<file path="src/design/osc_pkg.sv">
// Shared types and constants for the Ogg stream carver.
package osc_pkg;

  localparam int POS_W      = 32;
  localparam int LEN_W      = 17;
  localparam int CNT_W      = 5;
  localparam int OUT_DATA_W = 72;

  localparam logic [23:0] CAPTURE_HEAD    = 24'h4f6767;
  localparam logic [7:0]  CAPTURE_TAIL    = 8'h53;
  localparam logic [8:0]  FIXED_HEADER    = 9'd27;
  localparam logic [CNT_W-1:0] TYPE_WAIT  = CNT_W'(5 - 3);
  localparam logic [CNT_W-1:0] SEGCNT_WAIT = CNT_W'(26 - 5);
  localparam int FLAG_BOS_BIT = 1;
  localparam int FLAG_EOS_BIT = 2;

  typedef enum logic [1:0] {
    ST_NOT_FOUND = 2'd0,
    ST_FOUND     = 2'd1,
    ST_TRUNCATED = 2'd2
  } status_t;

  typedef enum logic [1:0] {
    PH_SCAN,
    PH_TYPE,
    PH_HEADER,
    PH_LACING
  } phase_t;

  typedef struct packed {
    logic             valid;
    status_t          status;
    logic [POS_W-1:0] begin_pos;
    logic [POS_W-1:0] end_pos;
  } result_t;

endpackage

</file>
<file path="src/design/osc_scan.sv">
// Page scanner: capture-pattern search, header walk and lacing sum, one byte a beat.
module osc_scan (
  input  logic                    clk,
  input  logic                    rst_n,
  input  logic                    beat_acc,
  input  logic [7:0]              data_byte,
  input  logic                    last_byte,
  input  logic [osc_pkg::POS_W-1:0] start_offset,
  output osc_pkg::result_t        res
);
  import osc_pkg::*;

  logic [23:0]      window_r, window_nxt;
  logic [POS_W-1:0] position_r, position_nxt;
  logic [POS_W-1:0] stream_begin_r, stream_begin_nxt;
  logic             begin_valid_r, begin_valid_nxt;
  logic [POS_W-1:0] page_start_r, page_start_nxt;
  phase_t           phase_r, phase_nxt;
  logic [CNT_W-1:0] countdown_r, countdown_nxt;
  logic [7:0]       segs_left_r, segs_left_nxt;
  logic [LEN_W-1:0] page_len_r, page_len_nxt;
  logic             finished_r, finished_nxt;
  logic             set_open_r, set_open_nxt;
  logic             done;
  logic [POS_W-1:0] cur_pos;
  logic [CNT_W-1:0] count_dec;
  phase_t           step_phase;
  logic [POS_W-1:0] step_begin;
  logic [POS_W-1:0] step_end;

  assign cur_pos   = set_open_r ? position_r : start_offset;
  assign count_dec = countdown_r - CNT_W'(1);

  // next state
  always_comb begin
    window_nxt       = {window_r[15:0], data_byte};
    position_nxt     = cur_pos + POS_W'(1);
    stream_begin_nxt = stream_begin_r;
    begin_valid_nxt  = begin_valid_r;
    page_start_nxt   = page_start_r;
    phase_nxt        = phase_r;
    countdown_nxt    = countdown_r;
    segs_left_nxt    = segs_left_r;
    page_len_nxt     = page_len_r;
    finished_nxt     = finished_r;
    set_open_nxt     = 1'b1;
    done             = 1'b0;
    if (!finished_r) begin
      case (phase_r)
        PH_SCAN: begin
          if (window_r == CAPTURE_HEAD && data_byte == CAPTURE_TAIL) begin
            page_start_nxt = cur_pos - POS_W'(3);
            countdown_nxt  = TYPE_WAIT;
            phase_nxt      = PH_TYPE;
          end
        end
        PH_TYPE: begin
          countdown_nxt = count_dec;
          if (count_dec == '0) begin
            phase_nxt = PH_SCAN;
            // BOS before EOS so one page may open and close the stream
            if (data_byte[FLAG_BOS_BIT]) begin
              stream_begin_nxt = page_start_r;
              begin_valid_nxt  = 1'b1;
            end
            if (data_byte[FLAG_EOS_BIT] && (begin_valid_r || data_byte[FLAG_BOS_BIT])) begin
              phase_nxt     = PH_HEADER;
              countdown_nxt = SEGCNT_WAIT;
            end
          end
        end
        PH_HEADER: begin
          countdown_nxt = count_dec;
          if (count_dec == '0) begin
            segs_left_nxt = data_byte;
            page_len_nxt  = LEN_W'(FIXED_HEADER) + LEN_W'(data_byte);
            if (data_byte == 8'd0) done = 1'b1;
            else                   phase_nxt = PH_LACING;
          end
        end
        PH_LACING: begin
          page_len_nxt  = page_len_r + LEN_W'(data_byte);
          segs_left_nxt = segs_left_r - 8'd1;
          if (segs_left_r == 8'd1) done = 1'b1;
        end
        default: phase_nxt = PH_SCAN;
      endcase
      if (done) begin
        finished_nxt = 1'b1;
        phase_nxt    = PH_SCAN;
      end
    end
    // hold the post-byte view for the result before the set is cleared
    step_phase = phase_nxt;
    step_begin = stream_begin_nxt;
    step_end   = page_start_nxt + POS_W'(page_len_nxt);
    // close the data set: clear everything for the next one
    if (last_byte) begin
      window_nxt       = '0;
      stream_begin_nxt = '0;
      begin_valid_nxt  = 1'b0;
      page_start_nxt   = '0;
      phase_nxt        = PH_SCAN;
      countdown_nxt    = '0;
      segs_left_nxt    = '0;
      page_len_nxt     = '0;
      finished_nxt     = 1'b0;
      set_open_nxt     = 1'b0;
    end
  end

  // outputs
  always_comb begin
    res           = '0;
    res.status    = ST_NOT_FOUND;
    if (beat_acc) begin
      if (done) begin
        res.valid     = 1'b1;
        res.status    = ST_FOUND;
        res.begin_pos = step_begin;
        res.end_pos   = step_end;
      end else if (last_byte && !finished_r) begin
        res.valid = 1'b1;
        if (step_phase == PH_HEADER || step_phase == PH_LACING) begin
          res.status    = ST_TRUNCATED;
          res.begin_pos = step_begin;
        end
      end
    end
  end

  always_ff @(posedge clk) begin
    if (!rst_n) begin
      window_r       <= '0;
      position_r     <= '0;
      stream_begin_r <= '0;
      begin_valid_r  <= 1'b0;
      page_start_r   <= '0;
      phase_r        <= PH_SCAN;
      countdown_r    <= '0;
      segs_left_r    <= '0;
      page_len_r     <= '0;
      finished_r     <= 1'b0;
      set_open_r     <= 1'b0;
    end else if (beat_acc) begin
      window_r       <= window_nxt;
      position_r     <= position_nxt;
      stream_begin_r <= stream_begin_nxt;
      begin_valid_r  <= begin_valid_nxt;
      page_start_r   <= page_start_nxt;
      phase_r        <= phase_nxt;
      countdown_r    <= countdown_nxt;
      segs_left_r    <= segs_left_nxt;
      page_len_r     <= page_len_nxt;
      finished_r     <= finished_nxt;
      set_open_r     <= set_open_nxt;
    end
  end

  a_res_needs_beat: assert property (@(posedge clk) disable iff (!rst_n)
    res.valid |-> beat_acc) else $error("result without an input beat");
  a_one_per_set: assert property (@(posedge clk) disable iff (!rst_n)
    finished_r |-> !res.valid) else $error("second result in one data set");
  a_idle_after_find: assert property (@(posedge clk) disable iff (!rst_n)
    finished_r |-> phase_r == PH_SCAN) else $error("page walk after find");
  a_lacing_has_segs: assert property (@(posedge clk) disable iff (!rst_n)
    phase_r == PH_LACING |-> segs_left_r != 8'd0) else $error("lacing with no segments");

endmodule

</file>
<file path="src/design/ogg_stream_carver.sv">
// Ogg stream carver top level: stream ports, start offset register, result register.
// Takes one byte per beat and can accept a byte every cycle; the scan state is updated
// in the accepting cycle and the single result of a data set appears in the cycle after the
// byte that decides it (the byte closing the EOS page header or lacing, or the last byte).
// A held result stalls input only while out_tready is low. Each data set (ended by tlast)
// yields exactly one result; cfg_wr_data sets the position of each set's first byte.
module ogg_stream_carver (
  input  logic                          clk,
  input  logic                          rst_n,
  input  logic                          cfg_wr_en,
  input  logic [osc_pkg::POS_W-1:0]     cfg_wr_data,
  input  logic                          in_tvalid,
  output logic                          in_tready,
  input  logic [7:0]                    in_tdata,   // [7:0] data_byte
  input  logic                          in_tlast,   // last_byte
  output logic                          out_tvalid,
  input  logic                          out_tready,
  output logic [osc_pkg::OUT_DATA_W-1:0] out_tdata  // [1:0] status, [33:2] begin_pos,
                                                    // [65:34] end_pos, rest zero
);
  import osc_pkg::*;

  logic [POS_W-1:0] start_offset_r;
  logic             out_valid_r;
  result_t          out_res_r;
  result_t          res;
  logic             beat_acc;

  assign in_tready = !out_valid_r || out_tready;
  assign beat_acc  = in_tvalid && in_tready;

  osc_scan u_scan (
    .clk          (clk),
    .rst_n        (rst_n),
    .beat_acc     (beat_acc),
    .data_byte    (in_tdata),
    .last_byte    (in_tlast),
    .start_offset (start_offset_r),
    .res          (res)
  );

  always_ff @(posedge clk) begin
    if (!rst_n) begin
      start_offset_r <= '0;
    end else if (cfg_wr_en) begin
      start_offset_r <= cfg_wr_data;
    end
  end

  always_ff @(posedge clk) begin
    if (!rst_n) begin
      out_valid_r <= 1'b0;
    end else if (in_tready) begin
      out_valid_r <= res.valid;
    end
  end

  // payload: load whenever the slot is free
  always_ff @(posedge clk) begin
    if (in_tready) begin
      out_res_r <= res;
    end
  end

  assign out_tvalid = out_valid_r;
  assign out_tdata  = {6'd0, out_res_r.end_pos, out_res_r.begin_pos, out_res_r.status};

endmodule

</file>
<file path="config.mk">
export PLATFORM = sky130hd
export DESIGN_NAME = ogg_stream_carver
export DESIGN_NICKNAME = d
export VERILOG_FILES = /design/src/design/osc_pkg.sv /design/src/design/osc_scan.sv /design/src/design/ogg_stream_carver.sv
export SDC_FILE = /design/constraint.sdc
export NUM_CORES = 1
export LEC_CHECK = 0
export ABC_AREA = 1
export ABC_CLOCK_PERIOD_IN_PS = 4670
export CORE_ASPECT_RATIO = 0.9
export CORE_MARGIN = 2
export CORE_UTILIZATION = 42
export DETAILED_ROUTE_END_ITERATION = 12
export DONT_BUFFER_PORTS = 1
export MAX_ROUTING_LAYER = met4
export PLACE_DENSITY = 0.58
export SYNTH_ARGS = -nofsm -noshare
export SYNTH_HDL_FRONTEND = slang
export SYNTH_HIERARCHICAL = 1
export SYNTH_SLANG_ARGS = --single-unit
</file>
<file path="constraint.sdc">
create_clock -name clk -period 4.67 [get_ports clk]
set_input_delay 0.467 -clock clk [delete_from_list [all_inputs] [get_ports clk]]
set_output_delay 0.467 -clock clk [all_outputs]
set_load 0.01 [all_outputs]
</file>
# Yosys cells after proc, flatten, opt, wreduce, memory -nomap -nowiden
# Cells that the tools add are included.
op_classes:
  eq_ne: 11
  addsub: 7
  magnitude_cmp: 0
  n_mul: 0
  n_mux: 54
  shifts: 0
  div: 0
  n_reduce_logical: 22
  bitwise_logic: 2
op_table:
  columns: ["operator", "count"]
  rows:
  - ["$mux 32", 11]
  - ["$mux 35", 2]
  - ["$mux 67", 1]
  - ["$mux 17", 3]
  - ["$mux 34", 1]
  - ["$pmux 17 s2", 1]
  - ["$add 32x1->32 const B", 1]
  - ["$add 32x17->32", 1]
  - ["$sub 32x2->32 const B", 1]
  - ["$mux 5", 5]
  - ["$eq 24x23->1 const B", 1]
  - ["$mux 24", 1]
  - ["$mux 8", 3]
  - ["$add 17x8->17", 1]
  - ["$mux 2", 8]
  - ["$pmux 8 s2", 1]
  - ["$pmux 5 s3", 1]
  - ["$mux 1", 14]
  - ["$add 5x8->9 const A", 1]
  - ["$eq 2x2->1 const B", 4]
  - ["$eq 8x1->1 const B", 1]
  - ["$eq 8x7->1 const B", 1]
  - ["$logic_not 8->1", 1]
  - ["$reduce_and 4->1", 2]
  - ["19 further kinds", 29]
word_totals:
  out_inout_bits: 74
  ramBits: 0
  romBits: 0
  mem_count: 0
  latchBits: 0
  regBits: 254

# Longest topological paths before layout
logic_depth:
  ltp_word: 13
  ltp_mapped: 30
  ltp_nobuf: 29

# Modules after synthesis
# The synthesis kept the hierarchy.
modules_own_cells:
  columns: ["module", "seq_area_each_um2", "instances", "area_each_um2", "cells_per_inst"]
  rows:
  - ["osc_scan", 3103.0, 1, 12027.8, 2043]
  - ["ogg_stream_carver", 2642.5, 1, 3194.3, 218]

# Worst setup path after synthesis
# OpenSTA, ideal clock, no wires.
synth_timing:
  path_type: "input-to-reg"
  start: "input in_tdata[0]"
  end: "register out_res_r (netlist bit out_tdata[63]) (data pin)"
  slack_ns: 0.475
  stages: 23
  arrival_ns: 3.942
  path_buffers: 0
  setup_time_ns: 0.253
  path_cell_list: "ha_1 inv_1 fa_1 inv_1 nand3_1 nand2_1 nand2_1 nand2_1 a21oi_1 o21ai_1 nand3_1 o211ai_1 nand2_1 ha_1 nand2_1 nor2_1 nand2_1 o311ai_0 inv_1 nor2_4 nand3_1 nor2_1 nor2_1"
synth_between:
  elab_chain_cells: 7
  word_cells_on_any_way: 18
  classes_between: "add/sub (3); eq/ne (1); mux (11); reduce/logical (3)"
synth_lines:
  columns: ["item", "line_no", "rtl"]
  rows:
  - ["start: declaration", "ogg_stream_carver.sv:14", "input logic [7:0] in_tdata,"]
  - ["parallel branches: the longest is 7 deep, another holds $add 32x17->32", null, null]
  - ["end signal: assignment", "ogg_stream_carver.sv:61", "out_res_r <= res;"]
  - ["end: declaration", "ogg_stream_carver.sv:25", "result_t out_res_r;"]
# Several ways; the timed one is not identified. The select of a mux whose other input is x is not followed.
# A chain may end at the register's enable or synchronous reset.

# Worst setup path after layout
layout_timing:
  start: "register u_scan.set_open_r"
  end: "register out_res_r (netlist bit out_tdata[58]) (data pin)"
layout_between:
  elab_chain_cells: 6
layout_lines:
  columns: ["item", "line_no", "rtl"]
  rows:
  - ["start: declaration", "osc_scan.sv:23", "logic set_open_r, set_open_nxt;"]
  - ["start signal: assignment", "osc_scan.sv:156", "set_open_r <= set_open_nxt;"]
  - ["$mux 32", "osc_scan.sv:31", "assign cur_pos = set_open_r ? position_r : start_offset;"]
  - ["$sub 32x2->32", "osc_scan.sv:52", "page_start_nxt = cur_pos - POS_W'(3);"]
  - ["$mux 32", "osc_scan.sv:51", "if (window_r == CAPTURE_HEAD && data_byte == CAPTURE_TAIL) begin"]
  - ["$mux 32", "osc_scan.sv:49", "case (phase_r)"]
  - ["$mux 32", "osc_scan.sv:48", "if (!finished_r) begin"]
  - ["$add 32x17->32", "osc_scan.sv:96", "step_end = page_start_nxt + POS_W'(page_len_nxt);"]
# No other way between the ends.

==> summary.md <==
| Metric | Value |
|---|---|
| Layout filler cell count | between 3k and 4k |
| # placed instances | 2669 |
| H-tree depth | 1 |
| Setup tns final | 0 ps |
| Number of remaining DRC errors | 0 |
| Sequential share of the synthesized area | a little under two fifths |
| Post-synth top flop | dfxtp_1 |
| Worst-path fanout max | 32 |
| Internal power | 3820 uW |
| Hold WC Path Type | input port to register |
| Switch share | between 20% and 30% |
| FMAX | between 0.2 and 0.25 GHz |
| Worst EP arrival | ~4600 ps |
| Syn Inst Count | roughly 2.3k |
| Initial Util | 42.4% |
| CTS buffer count | 29 |
| Fin. max-slew vios | 0 |
| Routed wire length | between 40000 and 50000 um |
| Skew final | between 9 and 10 ps |
| Die Footprint | roughly 38000 um2 |
| Largest net degree at the start of global routing | between 70 and 80 |
| Period Utilization, post-route | ~91% |
| Fin nets | about 2.3k |
| Routed Antenna Nets | 0 |
| FF+latch count, synth | ~250 |
| Synth async-reset ratio | 0% |
| GRT Util Overall | between 20 and 25% |
| Final Wtd Congestion | slightly above 0.9 |
| Most common cell after layout, fill and taps aside | nand2_1 |
| Synthesis-to-finish area growth | 8.49% |
| Clock buffer depth | 3 |
| Share of the synthesized area in the top cell type | between 20% and 30% |
| Tightest Pin Transition | roughly 900 ps |
| Number of global-route vias before repair | approximately 13k |
| Iter 0 DRT Violations | between 1k and 1.5k |
| Clock slew at reported path FFs | roughly 70 ps |
| Crit. End Element | register |
| ANT cells | 0 |
| # clock sinks | ~250 |
| Syn_area_per_cell | approximately 6.7 um2 |
| First-pass GRT wire length | about 70000 um |
| TritonCTS clock tree | done |
| Total power | between 5000 and 6000 uW |
| Number of flops mapped to enable cells by yosys | 66 |
| Clock root buffer | clkbuf_16 |
| Clock power share | a little over two fifths |
| Ys Warns | 6 |
| Antenna violations before repair | 0 |
| Post-DP HPWL | approximately 31000 um |
| Maximum vdd drop | between 150 and 200 uV |
| Post-synth top area cell | dfxtp_1 |
| RSZ-0062 raised after global routing | no |
| Clock latency on the worst-skew pair | roughly 560 ps |
| Switching pwr | 1430 uW |
| Cell Area, Synth | approximately 15000 um2 |
| CP Class | register to register |
| Core footprint | 35900 um2 |
| Seq pwr share | 45.4% |
| DR vias | ~14k |
| # IOs | 120 |
| Gate power share | between 10% and 20% |
| CP Launch Type | register |
| Util after Layout | between 40% and 50% |
| Final Critical Period | ~4300 ps |
| Top post-synthesis cells by area | dfxtp_1, nand2_1, edfxtp_1 |
| Hold_ws | between 20 and 30 ps |
| Finished Layout Cells | roughly 2.7k |
| Most frequent cells in the layout | nand2_1, nor2_1, inv_1 |
| Share of layout cells above drive strength 1 | 7.91% |
| Pwr dens | about 320 nW/um2 |
| Pre-antenna DRT Iters | 7 |
| Maxcap violations | 0 |
| Pleak | between 0.007 and 0.008 uW |
| Worst EP required | approximately 5000 ps |
| Die W | around 200 um |
| Grt ovf | 0 |
| Cell variety after synth | 54 |
| WL/cell | approximately 16 um |
| Max-slew headroom | 41.0% |
| Die height | roughly 180 um |
| Site row count | 66 |
| Status | completed |
| Final hold violation count | 0 |
| Final Setup Violations | 0 |
| I/O Buffers | 0 |
| Vias/cell | 5.13 |
-- worst paths after layout --
| check | slack, ps | cells past startpoint | start | end |
|---|---|---|---|---|
| setup / recovery | 410 | 25 | u_scan/set_open_r | out_tdata[58] |
| hold / removal | 30 | 2 | rst_n | out_tvalid |
| setup reg to reg | 410 | 25 | u_scan/set_open_r | out_tdata[58] |
| hold reg to reg | 460 | 2 | u_scan/window_r[20] | u_scan/window_r[20] |
-- stage by stage --
| step | setup WS (ps) | instance area, um2 |
|---|---|---|
| after global placement | 282 | 15600 |
| after detailed placement | 257 | 15600 |
| after global routing | 21.3 | 16500 |
| after CTS | 284 | 16500 |
| after floorplan | 475 | 15200 |
| final | 414 | 16500 |
-- logic make-up (layout without fill, tap and decap cells) --
group	after synthesis	after routing	share of synthesized area (%)
and+or+nand+nor	1076	1076	29.5
adders and majority gates	39	39	3.30
buffers and inverters	394	377	10.6
AOI/OAI and AO/OA	450	450	16.1
other	1	6	0.0246
DFF	254	254	37.7
xor gates and xnor gates	47	47	2.70
-- registers in the layout, summed over array words and instances, names as in the netlist, 2 cells and up --
register and flops:
out_tdata 66, start_offset_r 32, u_scan/page_start_r 32, u_scan/position_r 32
u_scan/stream_begin_r 32, u_scan/window_r 24, u_scan/page_len_r 17, u_scan/segs_left_r 8
u_scan/countdown_r 5, u_scan/phase_r 2
-- metal layers --
layer  routed length [um]  share of wire [%]  global-route usage [%]  vias up
met5                    0                  0                       -        -
met4                  783                1.8                    4.64        0
met2                17400                 40                    32.2      382
met3                 2600                6.0                    3.32       53
met1                22300                 52                    35.4     6382
li1                     -                  -                       -     7170
-- cells in the mapped netlist, types with 3 or more instances --
library cell / instances
clkbuf_2: 3
nor2_1: 302
ha_1: 37
nand4_1: 12
xor2_1: 43
nor3_1: 22
nor2_2: 16
xnor2_1: 4
buf_4: 9
a31oi_1: 4
a211oi_1: 6
nor4_1: 3
clkbuf_4: 3
o21a_1: 7
dfxtp_1: 188
nor2_4: 8
buf_6: 7
or2_2: 13
nor3_2: 3
buf_1: 5
edfxtp_1: 66
o21ai_1: 7
nand2_4: 3
a21oi_1: 189
inv_2: 17
buf_2: 6
a22o_1: 5
o21ai_0: 170
nand3_2: 3
nand3_1: 74
o211ai_1: 16
o22ai_1: 30
inv_1: 275
nand2_2: 31
nand3b_1: 5
nand2_1: 580
clkbuf_1: 64
o21bai_1: 3
-- repair_timing --
| action | CTS | global route |
|---|---|---|
| gates resized for setup | 0 | 5 |
| hold buffers | 0 | 0 |
| setup endpoints to repair | 0 | 16 |
| setup buffers | 0 | 2 |
-- worst max-delay path, cell delays in order, from the launching register on --
cell and delay, ps:
dfxtp_2 330, buf_4 240, nand2_1 120, nand2_2 130, ha_1 270, inv_1 80, nand3_2 110, nor2_1 170
nand2_2 140, nor2_4 210, xor2_1 190, o21ai_0 220, ha_1 410, nand2_1 100, nor2_1 110, inv_1 70
nor3_1 140, nand2_1 80, nand2_1 110, nand3_1 90, nand2_1 240, nand2_1 160, nor2_1 150, nand2_1 60
nand2_1 50, nor2_1 40
-- power by group through the flow --
stage	Combinational [uW]	Clock, uW	Sequential [uW]
finish	599	2270	2380
CTS	594	2330	2380
global placement	587	0	2430
floorplan	472	0	2410
detailed placement	590	0	2430
global route	675	2410	2390
-- final cells by class --
type	instances	area (um2)	area share [%]
Timing Repair Buffer	28	210	1.27
Clock inverter	11	119	0.720
Sequential cell	254	5750	34.8
Tap cell	476	596	3.61
Clock buffer	43	820	4.96
Multi-Input combinational cell	1618	7910	47.9
Inverter	295	1110	6.74
Note: power is estimated with default switching activity, not from simulation.
